`src/sv/ptsb_pkg.sv`:
```
package ptsb_pkg;

    localparam int TA_MAX      = 64;
    localparam int TD_MAX      = 64;
    localparam int CFG_W       = 7;
    localparam int COORD_W     = 16;
    localparam int XCOL_W      = COORD_W - 3;
    localparam int COL_W       = $clog2(TA_MAX);
    localparam int TROW_W      = $clog2(TD_MAX);
    localparam int TILE_W      = $clog2(TA_MAX * TD_MAX);
    localparam int WORD_AW     = TILE_W + 3;
    localparam int STORE_WORDS = 8 * TA_MAX * TD_MAX;
    localparam int SPR_W       = 64;
    localparam int IN_TDATA_W  = 168;
    localparam int IN_TUSER_W  = 3;
    localparam int OUT_TDATA_W = 8;

    typedef enum logic [1:0] {
        FUNC_PLOT = 2'd0,
        FUNC_SPR1 = 2'd1,
        FUNC_SPR2 = 2'd2,
        FUNC_READ = 2'd3
    } t_func;

    // Blending table: row is the sprite pixel channel, column the color mode.
    localparam logic [1:0] BLEND_TAB [0:3][0:15] = '{
        '{2'd0, 2'd0, 2'd0, 2'd0, 2'd1, 2'd0, 2'd1, 2'd1,
          2'd2, 2'd2, 2'd0, 2'd2, 2'd3, 2'd3, 2'd3, 2'd0},
        '{2'd0, 2'd1, 2'd2, 2'd3, 2'd0, 2'd1, 2'd2, 2'd3,
          2'd0, 2'd1, 2'd2, 2'd3, 2'd0, 2'd1, 2'd2, 2'd3},
        '{2'd1, 2'd2, 2'd3, 2'd1, 2'd1, 2'd2, 2'd3, 2'd1,
          2'd1, 2'd2, 2'd3, 2'd1, 2'd1, 2'd2, 2'd3, 2'd1},
        '{2'd2, 2'd3, 2'd1, 2'd2, 2'd2, 2'd3, 2'd1, 2'd2,
          2'd2, 2'd3, 2'd1, 2'd2, 2'd2, 2'd3, 2'd1, 2'd2}
    };

    // One bit per color mode: a channel-zero pixel is still drawn when set.
    localparam logic [15:0] OPAQUE = 16'h7BDF;

    typedef struct packed {
        logic               we;
        logic               re;
        logic               layer;
        logic [WORD_AW-1:0] addr;
        logic [15:0]        wdata;
    } t_store_req;

    typedef struct packed {
        logic               ok;
        logic [WORD_AW-1:0] addr;
    } t_addr_res;

    typedef struct packed {
        t_func       func;
        logic [3:0]  color;
        logic [2:0]  shift;
        logic        second;
        logic        flip_x;
        logic [7:0]  row_lo;
        logic [7:0]  row_hi;
    } t_merge_ctl;

    function automatic logic [1:0] plot_value(input logic [3:0] color);
        logic [1:0] v;
        v[0] = !(color == 4'd0 || color == 4'd2);
        v[1] = !(color == 4'd0 || color == 4'd1);
        return v;
    endfunction

endpackage

```
`src/sv/ptsb_row_merge.sv`:
```
module ptsb_row_merge (
    input  ptsb_pkg::t_merge_ctl i_ctl,
    input  logic [15:0]          i_old,
    output logic [15:0]          o_new
);

    always_comb begin
        logic [2:0] d;
        logic [2:0] h;
        logic [1:0] ch;
        logic       hit;
        logic [1:0] val;
        o_new = i_old;
        for (int p = 0; p < 8; p++) begin
            d  = 3'(p) - i_ctl.shift;
            h  = i_ctl.flip_x ? ~d : d;
            ch = {(i_ctl.func == ptsb_pkg::FUNC_SPR2) && i_ctl.row_hi[~h],
                  i_ctl.row_lo[~h]};
            if (i_ctl.func == ptsb_pkg::FUNC_PLOT) begin
                hit = (3'(p) == i_ctl.shift);
                val = ptsb_pkg::plot_value(i_ctl.color);
            end else begin
                hit = (i_ctl.second ? (3'(p) < i_ctl.shift) : (3'(p) >= i_ctl.shift))
                   && (ch != 2'd0 || ptsb_pkg::OPAQUE[i_ctl.color]);
                val = ptsb_pkg::BLEND_TAB[ch][i_ctl.color];
            end
            if (hit) begin
                o_new[7 - p]  = val[0];
                o_new[15 - p] = val[1];
            end
        end
    end

endmodule

```
`config.mk`:
```
export PLATFORM = sky130hd
export DESIGN_NAME = ptsb_row_merge
export DESIGN_NICKNAME = d
export VERILOG_FILES = /design/src/sv/ptsb_pkg.sv /design/src/sv/ptsb_row_merge.sv
export SDC_FILE = /design/constraint.sdc
export NUM_CORES = 1
export LEC_CHECK = 0
export BUFFER_PORTS_ARGS = -buffer_cell sky130_fd_sc_hd__buf_4
export CAP_MARGIN = 30
export CORE_MARGIN = 5
export CORE_UTILIZATION = 40
export DETAILED_ROUTE_END_ITERATION = 16
export GPL_TIMING_DRIVEN = 0
export PLACE_DENSITY = 0.7
export SLEW_MARGIN = 20
export SYNTH_ARGS = -nofsm -noshare
export SYNTH_HDL_FRONTEND = slang
export SYNTH_SLANG_ARGS = --single-unit
export TNS_END_PERCENT = 1
```
`constraint.sdc`:
```
create_clock -name vclk -period 11.1
set_input_delay 1.11 -clock vclk [all_inputs]
set_output_delay 1.11 -clock vclk [all_outputs]
set_load 0.05 [all_outputs]
```
==> results.txt <==
----------------------------------------------------
[Routing]
  Mean number of vias per cell ... 6.56
  Initial detailed-routing violation count ... 559
  DR pass1 iterations ... 5
  Number of remaining DRC errors ... 0
  Mean routed wirelength per cell ... 21.6 um
  DR vias ... 5,422
  WL final ... 17,800 um
  Remaining antenna violation count ... 0

[Floorplanning]
  Overall die area ... 0.0130 mm2
  Std-Cell Core Area ... 0.0107 mm2
  I/O pin total ... 59
  Starting density of the core ... 40.3%
  Die outline height ... 114 um
  Number of rows in the core area ... 38
  Die X-Extent ... 114 um

[Critical path]
  Maximum fanout along the worst path ... 10
  Kind of start point of the critical path ... input port
  Critical-path cell with the highest stage delay ... sky130_fd_sc_hd__a2111oi_1
  Critical Path Sink Type ... primary output
  Required time of the worst setup path ... 9.99 ns
  Critical Path Most Common Cell ... sky130_fd_sc_hd__ha_1
  Critical path class ... input port to primary output
  Data arrival time at the worst-slack endpoint ... 6.27 ns
  Critical Path Max Stage Delay ... 0.63 ns
  Cells along the critical path ... buf_4 -> clkbuf_1 -> buf_2 -> inv_1 -> ha_1 -> ha_1 -> clkbuf_1 -> nor2_1 -> a22o_1 -> a2111oi_1 -> nand3_1 -> ha_1 -> nor2_1 -> o21bai_1 -> a221oi_1 -> a222oi_1 -> a21o_1 -> a21oi_1 -> o31ai_1 -> buf_4

[Cells and area]
  Total inserted antenna cells ... 0
  Summed area of non-filler cells in the final layout ... 0.00489 mm2
  Fraction of layout cells with a size suffix above 1 ... 14.0%
  Sequential cell count of the final layout ... 0
  Area grow syn2layout ... 12.8%
  Final-stage net count ... 783
  Commonest non-fill, non-tap cell in the layout ... sky130_fd_sc_hd__nor2_1
  Sequential cell area ... 0 um2
  Clock buffers ... 0
  Commonest cells after routing, fill and taps aside ... sky130_fd_sc_hd__nor2_1, sky130_fd_sc_hd__a21oi_1, sky130_fd_sc_hd__ha_1

[Yosys]
  Share of the yosys chip area belonging to registers ... 0%
  Post-Synthesis Net Count ... 731
  Mean cell area of the mapped netlist ... 6.82 um2
  Synth Cell Area ... 0.00434 mm2
  Cell variety after synth ... 68
  Instance count of the mapped netlist ... 636
  Yosys warning total ... 0

[Timing]
  Max Transition Viols Final ... 0
  Post-layout worst setup margin ... 3.72 ns
  Smallest hold slack ... 2.58 ns
  RSZ-0062 raised after global routing ... false
  Max-Slew Margin vs Limit ... 41.0%
  Fmax ... 135 MHz
  Final count of hold timing violations ... 0
  Post-layout min period ... 7.38 ns
  Measured slew at the worst slew-check pin ... 0.883 ns
  Final Cycle Share ... 66.5%
  Total negative slack for setup checks ... 0 ns
  Number of endpoints failing setup at the final stage ... 0

[CTS]
  Setup Buffers After CTS ... 0
  Number of buffers added to fix hold violations after cts ... 0
  Post-CTS Resized ... 0

[Run status]
  Run status ... finished, final reports clean

[Place]
  Placed cell areas ... 0.00488 mm2
  Pre-CTS setup slack ... 3.90 ns
  Buffers added on ports ... 49
  GP Congestion ... 1.02
  Post-detailed-placement half-perimeter wirelength ... 13,800 um

[Global routing]
  GRT overflow ... 0
  First-pass GRT wire length ... 27,600 um
  Initial antenna violation count ... 0
  Via count of the first global-routing pass ... 5,310
  Maximum number of pins on one net before global-route repair ... 11
  Global-route usage over all layers ... 25.9%

[Job]
  Maxcap violations ... 0

[Power]
  Standby leakage power ... 0.00201 uW
  Power density over cell area ... 69.8 mW/mm2
  Overall power of the completed layout ... 341 uW
  Worst IR Drop VDD ... 0.0401 mV

[Min path]
  Hold Path Depth ... 4
  Hold Crit Class ... input port to primary output

----------------------------------------------------
[final cells by class]
cell class,instances,area [um2]
buffer,56,275
fill,1154,5860
inverter,31,116
multi-input combinational,549,3950
tap,140,175
timing repair buffer,50,373
[Yosys cell counts (6+ instances only)]
library cell	instances	area [um2]
sky130_fd_sc_hd__nor2_1	63	236
sky130_fd_sc_hd__a21oi_1	56	280
sky130_fd_sc_hd__ha_1	52	651
sky130_fd_sc_hd__nand2_1	40	150
sky130_fd_sc_hd__clkbuf_1	34	128
sky130_fd_sc_hd__o21ai_0	34	170
sky130_fd_sc_hd__mux2i_1	32	320
sky130_fd_sc_hd__o22ai_1	29	181
sky130_fd_sc_hd__a22oi_1	28	210
sky130_fd_sc_hd__inv_1	28	105
sky130_fd_sc_hd__nor2b_1	20	125
sky130_fd_sc_hd__nand3_1	18	90.1
sky130_fd_sc_hd__o221ai_1	13	114
sky130_fd_sc_hd__and2_1	10	62.6
sky130_fd_sc_hd__buf_2	10	50.1
sky130_fd_sc_hd__mux2_2	9	101
sky130_fd_sc_hd__nand2b_1	9	56.3
sky130_fd_sc_hd__o211ai_1	8	60.1
sky130_fd_sc_hd__a211oi_1	7	52.6
sky130_fd_sc_hd__buf_6	7	78.8
sky130_fd_sc_hd__nor3_1	7	35.0
sky130_fd_sc_hd__or4_1	7	52.6
sky130_fd_sc_hd__a31oi_1	6	37.5
[kinds of logic (layout without fill, tap and decap cells)]
logic type,after synthesis,after routing,synth area share [%]
and+or+nand+nor,209,209,25.5
xor gates and xnor gates,6,6,1.53
AOI/OAI and AO/OA,235,235,36.2
adders and majority gates,52,52,15.0
muxes,47,47,12.6
buffers and inverters,87,137,9.03
[power by group]
part           leakage, uW  internal (uW)  switching [uW]
Clock                    0              0               0
Combinational      0.00201            124             217
Sequential               0              0               0
[metrics by stage]
stage	cells	utilization (%)
detailed placement	825	45.5
CTS	825	45.5
global placement	825	45.4
floorplan	636	-
finish	826	45.5
global route	826	45.5
[per-layer routing]
metal | track usage, % | up-vias | part of all wire [%]
li1 | - | 2513 | -
met1 | 32.5 | 2525 | 40
met2 | 43.9 | 332 | 47
met3 | 3.86 | 52 | 9.7
met4 | 11.5 | 0 | 3.5
met5 | 0 | - | 0
[final timing paths]
kind / start / end
setup / recovery: i_ctl[18] / o_new[11]
hold / removal: i_old[14] / o_new[14]
[worst max-delay path: cells and delay by family]
kind | cells | cell delay, ns
and+or+nand+nor | 3 | 0.58
AOI/OAI and AO/OA | 8 | 1.92
buffers and inverters | 6 | 1.49
adders and majority gates | 3 | 1.14
Note: power is estimated with default switching activity, not from simulation.
