===== config.mk =====
export PLATFORM = sky130hd
export DESIGN_NAME = ptsb_addr_unit
export DESIGN_NICKNAME = d
export VERILOG_FILES = /design/src/sv/ptsb_pkg.sv /design/src/sv/ptsb_addr_unit.sv
export SDC_FILE = /design/constraint.sdc
export NUM_CORES = 1
export LEC_CHECK = 0
export ABC_AREA = 1
export BUFFER_PORTS_ARGS = -buffer_cell sky130_fd_sc_hd__buf_2
export CAP_MARGIN = 20
export CORE_UTILIZATION = 59
export CTS_BUF_LIST = sky130_fd_sc_hd__clkbuf_4 sky130_fd_sc_hd__clkbuf_8 sky130_fd_sc_hd__clkbuf_16
export DETAILED_ROUTE_END_ITERATION = 8
export PLACE_DENSITY = 0.95
export SLEW_MARGIN = 0
export SYNTH_ARGS = -nofsm -noshare
export SYNTH_HDL_FRONTEND = slang
export SYNTH_SLANG_ARGS = --single-unit

===== constraint.sdc =====
create_clock -name i_clk -period 6.55 [get_ports i_clk]
set_input_delay 0.655 -clock i_clk [delete_from_list [all_inputs] [get_ports i_clk]]
set_output_delay 0.655 -clock i_clk [all_outputs]
set_load 0.05 [all_outputs]

===== src/sv/ptsb_pkg.sv =====
package ptsb_pkg;

    localparam int TA_MAX      = 64;
    localparam int TD_MAX      = 64;
    localparam int CFG_W       = 7;
    localparam int COORD_W     = 16;
    localparam int XCOL_W      = COORD_W - 3;
    localparam int COL_W       = $clog2(TA_MAX);
    localparam int TROW_W      = $clog2(TD_MAX);
    localparam int TILE_W      = $clog2(TA_MAX * TD_MAX);
    localparam int WORD_AW     = TILE_W + 3;
    localparam int STORE_WORDS = 8 * TA_MAX * TD_MAX;
    localparam int SPR_W       = 64;
    localparam int IN_TDATA_W  = 168;
    localparam int IN_TUSER_W  = 3;
    localparam int OUT_TDATA_W = 8;

    typedef enum logic [1:0] {
        FUNC_PLOT = 2'd0,
        FUNC_SPR1 = 2'd1,
        FUNC_SPR2 = 2'd2,
        FUNC_READ = 2'd3
    } t_func;

    // Blending table: row is the sprite pixel channel, column the color mode.
    localparam logic [1:0] BLEND_TAB [0:3][0:15] = '{
        '{2'd0, 2'd0, 2'd0, 2'd0, 2'd1, 2'd0, 2'd1, 2'd1,
          2'd2, 2'd2, 2'd0, 2'd2, 2'd3, 2'd3, 2'd3, 2'd0},
        '{2'd0, 2'd1, 2'd2, 2'd3, 2'd0, 2'd1, 2'd2, 2'd3,
          2'd0, 2'd1, 2'd2, 2'd3, 2'd0, 2'd1, 2'd2, 2'd3},
        '{2'd1, 2'd2, 2'd3, 2'd1, 2'd1, 2'd2, 2'd3, 2'd1,
          2'd1, 2'd2, 2'd3, 2'd1, 2'd1, 2'd2, 2'd3, 2'd1},
        '{2'd2, 2'd3, 2'd1, 2'd2, 2'd2, 2'd3, 2'd1, 2'd2,
          2'd2, 2'd3, 2'd1, 2'd2, 2'd2, 2'd3, 2'd1, 2'd2}
    };

    // One bit per color mode: a channel-zero pixel is still drawn when set.
    localparam logic [15:0] OPAQUE = 16'h7BDF;

    typedef struct packed {
        logic               we;
        logic               re;
        logic               layer;
        logic [WORD_AW-1:0] addr;
        logic [15:0]        wdata;
    } t_store_req;

    typedef struct packed {
        logic               ok;
        logic [WORD_AW-1:0] addr;
    } t_addr_res;

    typedef struct packed {
        t_func       func;
        logic [3:0]  color;
        logic [2:0]  shift;
        logic        second;
        logic        flip_x;
        logic [7:0]  row_lo;
        logic [7:0]  row_hi;
    } t_merge_ctl;

    function automatic logic [1:0] plot_value(input logic [3:0] color);
        logic [1:0] v;
        v[0] = !(color == 4'd0 || color == 4'd2);
        v[1] = !(color == 4'd0 || color == 4'd1);
        return v;
    endfunction

endpackage


===== src/sv/ptsb_addr_unit.sv =====
module ptsb_addr_unit (
    input  logic                         i_clk,
    input  logic [ptsb_pkg::XCOL_W-1:0]  i_col,
    input  logic [ptsb_pkg::COORD_W-1:0] i_row,
    input  logic [ptsb_pkg::CFG_W-1:0]   i_tiles_across,
    input  logic [ptsb_pkg::CFG_W-1:0]   i_tiles_down,
    output ptsb_pkg::t_addr_res          o_res
);

    localparam int PROD_W = ptsb_pkg::TROW_W + ptsb_pkg::CFG_W;

    logic [PROD_W-1:0]           w_prod;
    logic [PROD_W-1:0]           w_sum;
    logic                        w_ok;
    ptsb_pkg::t_addr_res         r_res;

    always_comb begin
        w_prod = PROD_W'(i_row[ptsb_pkg::TROW_W+2:3]) * PROD_W'(i_tiles_across);
        w_sum  = w_prod + PROD_W'(i_col[ptsb_pkg::COL_W-1:0]);
        w_ok   = (i_col < ptsb_pkg::XCOL_W'(i_tiles_across))
              && (i_row[ptsb_pkg::COORD_W-1:3] < ptsb_pkg::XCOL_W'(i_tiles_down));
    end

    always_ff @(posedge i_clk) begin
        r_res.ok   <= w_ok;
        r_res.addr <= {ptsb_pkg::TILE_W'(w_sum), i_row[2:0]};
    end

    assign o_res = r_res;

endmodule


==> results of run 1 <==
-- power by group through the flow --
stage	Sequential [mW]	Clock, mW	Combinational [mW]
final	0.142	0.0888	0.566
after global routing	0.144	0.0934	0.628
after CTS	0.142	0.0899	0.565
after detailed placement	0.144	0	0.557
after global placement	0.143	0	0.531
after floorplan	0.266	0	0.308
-- final timing paths --
check      from                 to  depth (start not counted)
max    i_row[8]  o_res[14]$_DFF_P_                         19
min    i_row[0]   o_res[0]$_DFF_P_                          1
-- layer usage --
layer,routed length [um],track usage (%),vias to the layer above
met1,1940,27.9,1014
met5,0,0,-
met4,68,8.89,0
li1,-,-,1100
met2,2710,48.4,65
met3,254,3.70,9
-- area by class of cell --
class	instances	area, um^2
fill	310	1000
inverter	95	357
sequential	16	320
clock buffer	4	55.1
timing repair buffer	59	295
tap	48	60.1
multi-input combinational	216	1660
-- per-stage QoR --
step	area, um^2	total power, mW	hold WS, ns
2_1_floorplan	2340	0.574	0.683
3_3_place_gp	2690	0.674	0.757
3_5_place_dp	2690	0.701	0.760
4_1_cts	2740	0.797	0.503
5_1_grt	2740	0.866	0.503
6_report	2740	0.796	0.503
-- cell usage in the layout, fill, tap and decap left out, drive strengths merged, types with 12 or more instances in the layout --
cell / Yosys / final
a21oi: 12 / 12
buf: 1 / 59
dfxtp: 16 / 16
fa: 23 / 23
ha: 42 / 42
inv: 95 / 95
nand2: 93 / 93
nand3: 14 / 14
nor2: 16 / 16
-- critical path: cells and delay by family --
kind	cells	cell delay [ns]
fa+ha+maj	5	2.45
buf+inv	6	0.46
simple gates	8	0.56
-- logic make-up (layout without fill, tap and decap cells) --
family                   Yosys count  count (layout)
AND/OR/NAND/NOR                  128             128
buffers and inverters             96             158
adder cells (fa/ha/maj)           65              65
AO/OA/AOI/OAI                     16              16
flip-flops                        16              16
XOR/XNOR                           7               7
==> metrics.txt, run 1 <==
status finished clean; hold buffers post-CTS 0; setup ws final 2.57 ns; Final Hold Fails 0; most common cell in the netlist inv_1; fin cells 438; CP required 6.69 ns; adder-cell share of the synthesized area 42.2%; Worst-Margin Slew approximately 0.25 ns; Root Buffer clkbuf_8; max reg flops 16; worst hold-check path type in -> reg; slowest stage delay, CP around 0.55 ns; Crit. End Element flip-flop; crit path launch type input pin; Worst Path Arrival ~4.1 ns; IO Count 60; Most used DFF post-synth dfxtp_1; Synth Net Count roughly 440; largest net degree at the start of global routing 10; # nets final 500; PD cells 290 nW/um^2; relative slew slack between 80% and 90%; TritonCTS clock tree yes; Via density roughly 5.0; drt pass-1 iters 5; CTS buffer count 3; Post-CTS Setup Inserts 0; xor/xnor share of the synthesized area 2.62%; # diodes 0; DRC Markers 0; routability cong. between 0.8 and 0.9; simple-gate area share of the yosys netlist 22.4%; core area 3740 um^2; Yosys reg bits 16; H-tree levels 1; PostCTS Resize Cnt 0; Mapped Area 2340 um^2; critical path peak fanout 8; gr ovfl total 0; first-pass GRT wire length 8.25 mm; fin crit share 60.8%; antenna-violating nets left 0; largest cells by area after synthesis ha_1 22%, fa_1 20%, inv_1 15%, nand2_1 15%, dfxtp_1 14%; final setup violation count 0; ratio of cells with drive above 1 in the final layout 17.4%; Max-Cap Viols 0; HPWL Detailed 4.22 mm; multiplexer share of the synthesized area 0%; placed cell count 434; total vias in the final route 2188; WL/cell 11.4 um; combinational share of power 71.1%; share of the synthesized area in the top cell type 22.5%; CP dominant cell by count nand2_1; fraction of registers with async set/reset 0%; Post-synth top cells 94 x inv_1, 92 x nand2_1, 42 x ha_1; crit-path cells buf_2 -> nand2_1 -> fa_1 -> fa_1 -> inv_1 -> fa_1 -> inv_1 -> fa_1 -> inv_1 -> ha_1 -> nand2_1 -> inv_1 -> nand2_1 -> nand2_1 -> nand2_1 -> nand3_1 -> inv_1 -> nand2_1 -> nand2_1; worst setup path class in -> reg; switch share 53.1%; Final min period 3.98 ns; vias in the first global route 2093; yosys warns 0; Reg clk slew, reported paths approximately 0.07 ns; Initial Utilization 62.5%; slowest CP cell fa_1; switching power 423 uW; CTS Sinks 16; Compound-Gate Fraction of Synth Area 3.64%; FMAX 251 MHz; largest family of logic cells by synthesized area adder cells; Tot GR Track Use 25.4%; Post-Synthesis Cells 328; Post-synth EDFFs 0; Setup TNS 0 ns; Final Routed Wirelength 4.98 mm; initial antenna violation count 0; fin util 73.3%; Die Span Y approximately 65 um; CTS Buffer Depth 2; Internal Power 373 uW; largest area contributor in the netlist ha_1; number of cell rows 22; port bufs 59; register area share after synthesis 13.7%; Setup WS pre-CTS 2.37 ns; Chip Width 65.0 um; clock power share 11.2%; static leakage 1.85 nW; unrepaired setup endpoints after global routing no; VDD IR-drop max 0.181 mV; initial detailed-routing violation count 113; synthesis-to-layout area growth 17.3%; max-slew violations 0; Die Footprint 4220 um^2; Unique masters post-synth 20; syn avg cell area 7.13 um^2; power share of the sequential group 17.8%
Note: power is estimated with default switching activity, not from simulation.
==> run 2, diff against run 1 <==
- CORE_UTILIZATION: 59 -> 54
- PLACE_DENSITY: 0.95 -> 0.9
- clock period: 6.55 -> 3.75 ns (I/O delays scaled with it)
==> run 2 against run 1 <==
Net effect: total power grew 83%; cell count grew 4.1%; hold slack lost 0.29 ns; worst setup slack lost 2.4 ns; sequential cell count is the same; critical path depth is the same; combinational power grew 86%; cell area grew 5.0%; first-iteration DRC count grew 57%; die area grew 9.0%; non-clock buffer count grew 16; critical path type unchanged.
==> metrics.txt, run 2 (same netlist as run 1, synthesis figures left out) <==
TritonCTS clock tree yes; critical path peak fanout 7 (-1); Setup TNS 0 ns (unchanged); Crit. End Element flip-flop; H-tree levels 1 (unchanged); Worst Path Arrival 3.70 ns (-0.43 ns); status finished clean; Reg clk slew, reported paths 0.06 ns (about the same); vias in the first global route 2110 (+0.81%); fin crit share between 90% and 100%; switch share 51.4% (-1.8 points); Final Routed Wirelength 5.16 mm (+3.6%); first-pass GRT wire length 8.40 mm (+1.8%); commonest non-fill, non-tap cells in the layout 94 x inv_1, 92 x nand2_1, 59 x buf_2; switching power 747 uW (+77%); PD cells 505 nW/um^2 (+74%); crit path launch type input pin; static leakage 1.92 nW (+4.1%); fin util 70.5% (-2.8 points); relative slew slack 83.3% (about the same); HPWL Detailed 4.42 mm (+4.6%); Internal Power 707 uW (+89%); commonest non-fill, non-tap cell in the layout inv_1; Die Span Y 67.8 um (+4.4%); gr ovfl total 0 (unchanged); fill count 334 (+7.7%); Chip Width 67.8 um (+4.4%); Via density 4.90 (-1.8%); Root Buffer clkbuf_8; CTS Sinks 16 (unchanged); final setup violation count 0 (unchanged); Initial Utilization 57.2% (-5.2 points); DRC Markers 0 (unchanged); max-slew violations 0 (unchanged); combinational share of power 72.3% (+1.2 points); VDD IR-drop max 0.277 mV (+53%); antenna-violating nets left 0 (unchanged); hold buffers post-CTS 0 (unchanged); Final min period approximately 3.5 ns; ratio of cells with drive above 1 in the final layout 21.2% (+3.7 points); worst setup path class in -> reg; Max-Cap Viols 0 (unchanged); CTS buffer count 3 (unchanged); # diodes 0 (unchanged); largest net degree at the start of global routing 10 (unchanged); synthesis-to-layout area growth 23.2%; CP required 3.91 ns (-2.78 ns); number of cell rows 23 (+4.5%); unrepaired setup endpoints after global routing no; Worst-Margin Slew 0.252 ns (-0.000445 ns); drt pass-1 iters 4 (-1); Tot GR Track Use 24.2% (-1.1 points); routability cong. 0.894 (+8.2%); initial antenna violation count 0 (unchanged); Final Hold Fails 0 (unchanged); total vias in the final route 2236 (+2.2%); WL/cell 11.3 um (-0.51%); # nets final 516 (+3.2%); worst hold-check path type in -> reg; power share of the sequential group 17.0% (-0.8 points); CTS Buffer Depth 2 (unchanged); port bufs 59 (unchanged); FMAX around 280 MHz; Die Footprint 4600 um^2 (+9.0%); clock power share 10.7% (-0.5 points); max reg flops 16 (unchanged); core area 4090 um^2 (+9.2%); IO Count 60 (unchanged); initial detailed-routing violation count 177 (+57%)
[run 2: cell count changes in the layout (fill, tap and decap cells not counted), sizes merged]
cell,before,now
buf,59,75
[run 2: metrics by stage]
stage	std cells	worst slack [ns]	total power, mW	cell area (um^2)	hold slack (ns)
6_report	456	0.201	1.45	2880	0.217
5_1_grt	456	0.0155	1.60	2880	0.211
4_1_cts	456	0.119	1.44	2870	0.217
3_5_place_dp	452	-0.140	1.26	2810	0.480
3_3_place_gp	452	-0.0147	1.23	2810	0.479
2_1_floorplan	328	0.114	1.00	2340	0.403
[run 2: critical path: stages]
cell	delay, ns
buf_2	0.16
nand2_1	0.10
fa_1	0.51
fa_1	0.55
inv_1	0.06
fa_1	0.52
inv_1	0.05
fa_1	0.50
inv_1	0.06
ha_4	0.28
nand2_1	0.08
inv_1	0.08
nand2_1	0.06
nand2_1	0.07
nand2_1	0.05
nand3_1	0.08
inv_1	0.04
nand2_1	0.05
nand2_1	0.04
[run 2: repair_timing]
| action | CTS | global route |
|---|---|---|
| buffers inserted | 0 | 0 |
| gates resized for setup | 0 | 2 |
| setup endpoints to repair | 0 | 3 |
[run 2: area by class of cell]
class                           count  area, um^2  area share, %
Clock buffer                        4        55.1           1.91
Inverter                           95         357           12.4
Multi-Input combinational cell    216        1670           58.0
Sequential cell                    16         320           11.1
Tap cell                           50        62.6           2.17
Timing Repair Buffer               75         415           14.4
[run 2: path summary, 6_finish.rpt]
check | start | end | slack (ns) | depth (start not counted)
setup / recovery | i_tiles_across[0] | o_res[14]$_DFF_P_ | 0.20 | 19
hold / removal | i_row[0] | o_res[0]$_DFF_P_ | 0.22 | 1
[run 2: per-layer routing]
layer,global-route usage [%],routed length [um]
met4,13.3,121
met1,29.2,2070
met5,0,0
met2,41.8,2670
met3,2.36,292
[run 2: power groups by stage]
| stage | combinational (mW) | sequential [mW] | clock (mW) |
|---|---|---|---|
| floorplan | 0.538 | 0.464 | 0 |
| CTS | 1.03 | 0.248 | 0.159 |
| global route | 1.17 | 0.258 | 0.167 |
| finish | 1.05 | 0.247 | 0.156 |
| global placement | 0.982 | 0.251 | 0 |
| detailed placement | 1.01 | 0.251 | 0 |
==> run 3, diff against run 2 <==
- ABC_AREA: 1 -> default
- CORE_UTILIZATION: 54 -> 53
==> run 3 against run 2 <==
Net effect: the run now ends with setup timing left; synthesized area down 8.8%; clock power is 16% lower; cell count down 19%; fmax fell by 5.8%; critical path depth decreased by 3; cell area is 2.3% lower; synthesized cell count fell by 30%; critical endpoint is now o_res[11]$_DFF_P_.
==> metrics.txt, run 3 <==
status complete, but fails checks; failing checks setup timing; HPWL Detailed 4.37 mm (-1.2%); Max-Cap Viols 0 (unchanged); xor/xnor share of the synthesized area 5.34% (+2.7 points); vias in the first global route 2023 (-4.1%); port bufs 59 (unchanged); placed cell count 364 (-19%); TritonCTS clock tree yes; most common cell in the netlist inv_1; CP required 3.93 ns (+0.02 ns); Worst-Margin Slew 0.310 ns (+0.0588 ns); fin cells 368 (-19%); Initial Utilization 56.5% (-0.69 points); syn avg cell area 9.31 um^2 (+31%); crit path launch type input pin; slowest stage delay, CP 0.55 ns (about the same); Reg clk slew, reported paths 0.06 ns (about the same); routability cong. 0.914 (+2.2%); setup ws final -0.0179 ns (-0.218 ns); CTS Sinks 16 (unchanged); unrepaired setup endpoints after global routing yes; delay-heaviest family, CP adder cells; Most used DFF post-synth dfxtp_1; DRC Markers 0 (unchanged); relative slew slack 79.3% (-4.0 points); IO Count 60 (unchanged); CTS Buffer Depth 2 (unchanged); multiplexer share of the synthesized area 0% (unchanged); max-slew violations 0 (unchanged); CP dominant cell by count fa_1; gr ovfl total 0 (unchanged); ratio of cells with drive above 1 in the final layout 33.2% (+12 points); switch share 47.7% (-3.7 points); critical path peak fanout 6 (-1); max reg flops 16 (unchanged); adder-cell share of the synthesized area 46.2% (+4.1 points); worst hold-check path type in -> reg; drt pass-1 iters 5 (+1); core area 3770 um^2 (-7.7%); WL/cell 14.1 um (+25%); Root Buffer clkbuf_8; Internal Power 787 uW (+11%); Post-synth top cells 45 x inv_1, 42 x ha_1, 30 x and2_1; fin crit share 100% (+5.8 points); combinational share of power 74.5% (+2.2 points); Worst Path Arrival 3.95 ns (+0.25 ns); critical path depth in cells 16 (-3); largest cells by area after synthesis ha_1 25%, fa_1 22%, dfxtp_1 15%, and2_1 8.8%, inv_1 7.9%; largest family of logic cells by synthesized area adder cells; Yosys reg bits 16 (unchanged); VDD IR-drop max 0.462 mV (+67%); Crit. End Element flip-flop; Crit. Startpoint i_row[3]; PD cells 534 nW/um^2 (+5.9%); Critical Path Sink o_res[11]$_DFF_P_; worst setup path class in -> reg; # nets final 430 (-17%); commonest non-fill, non-tap cell in the layout buf_2; share of the synthesized area in the top cell type 24.6% (+2.2 points); first-pass GRT wire length 8.45 mm (+0.57%); CTS buffer count 3 (unchanged); number of cell rows 22 (-4.3%); Tot Pwr 1.50 mW (+3.4%); hold_ws 0.224 ns (+0.00688 ns); largest net degree at the start of global routing 9 (-1); switching power 717 uW (-4.1%); yosys warns 0 (unchanged); Mapped Area 2130 um^2 (-8.8%); slowest CP cell fa_1; Via density 5.23 (+6.6%); commonest non-fill, non-tap cells in the layout 56 x buf_2, 42 x inv_1, 40 x ha_1; Final min period 3.77 ns (+0.218 ns); initial antenna violation count 0 (unchanged); largest area contributor in the netlist ha_1; Die Footprint 4280 um^2 (-6.9%); clock power share 8.7% (-2.0 points); static leakage 1.56 nW (-19%); Compound-Gate Fraction of Synth Area 9.51% (+5.9 points); total vias in the final route 1924 (-14%); fraction of registers with async set/reset 0% (unchanged); H-tree levels 1 (unchanged); initial detailed-routing violation count 63 (-64%); hold buffers post-CTS 0 (unchanged); power share of the sequential group 16.7% (-0.3 points); Final Routed Wirelength 5.19 mm (+0.58%); Post-synth EDFFs 0 (unchanged); buffer and inverter count on the worst path 5 (-1); Tot GR Track Use 26.1% (+1.9 points); FMAX 265 MHz (-5.8%); synthesis-to-layout area growth 32.0%; simple-gate area share of the yosys netlist 16.0% (-6.5 points); final setup violation count 3 (+3); Post-Synthesis Cells 229 (-30%); register area share after synthesis 15.0% (+1.3 points); antenna-violating nets left 0 (unchanged); Final Hold Fails 0 (unchanged); Chip Width 65.4 um (-3.5%); Unique masters post-synth 27 (+35%); Synth Net Count 338 (-23%); Die Span Y 65.4 um (-3.5%); crit-path cells buf_6 -> and2_4 -> fa_1 -> inv_2 -> fa_1 -> inv_2 -> fa_1 -> inv_1 -> fa_1 -> inv_2 -> ha_4 -> and3_4 -> a2111oi_4 -> o21bai_1 -> a21oi_1 -> xnor2_1
==> run 3: logic make-up after synthesis <==
logic type               count (synthesis)
adder cells (fa/ha/maj)                 65
flip-flops                              16
XOR/XNOR                                13
AND/OR/NAND/NOR                         62
buffers and inverters                   45
AO/OA/AOI/OAI                           28
==> run 3: worst min path at each step <==
stage / startpoint / endpoint / cells after the start
floorplan: i_row[0] / o_res[0]$_DFF_P_ / 0
global placement: i_row[1] / o_res[1]$_DFF_P_ / 1
detailed placement: i_row[2] / o_res[2]$_DFF_P_ / 1
CTS: i_row[0] / o_res[0]$_DFF_P_ / 1
global route: i_row[0] / o_res[0]$_DFF_P_ / 1
finish: i_row[2] / o_res[2]$_DFF_P_ / 1
==> run 3: timing repair <==
| action | CTS | global route |
|---|---|---|
| gates resized for setup | 7 | 7 |
| setup buffers | 1 | 0 |
| pin swaps | 3 | 3 |
| endpoints found under the hold margin | 0 | 0 |
| endpoints found under the setup margin | 2 | 6 |
==> run 3: final cells by class <==
cell class                 count  area [um^2]
fill                         268          957
multi-input combinational    168         1700
timing repair buffer          87          520
tap                           48         60.1
clock buffer                   3         41.3
antenna                        1         2.50
inverter                      45          169
sequential                    16          320
==> run 3: power groups by stage <==
stage / combinational, mW / sequential, mW / clock (mW)
floorplan: 0.528 / 0.468 / 0
global placement: 1.02 / 0.255 / 0
detailed placement: 1.06 / 0.255 / 0
CTS: 1.09 / 0.253 / 0.133
global route: 1.22 / 0.258 / 0.143
finish: 1.12 / 0.252 / 0.131
==> run 3: layer usage <==
layer / vias up / routed length, um / track usage (%)
met5: - / 0 / 0
met4: 0 / 134 / 10.1
met3: 19 / 321 / 5.73
met2: 71 / 2720 / 48.6
met1: 909 / 2000 / 28.4
li1: 925 / - / -
==> run 3: per-stage QoR <==
step / setup TNS (ns) / util (%) / instance area [um^2] / setup WS [ns]
after floorplan: -0.111 / - / 2150 / -0.0728
after global placement: -0.814 / 72.1 / 2720 / -0.225
after detailed placement: -1.43 / 72.1 / 2720 / -0.354
after CTS: -0.0235 / 74.0 / 2790 / -0.0154
after global routing: -0.469 / 74.6 / 2810 / -0.136
final: -0.0360 / 74.6 / 2810 / -0.0179
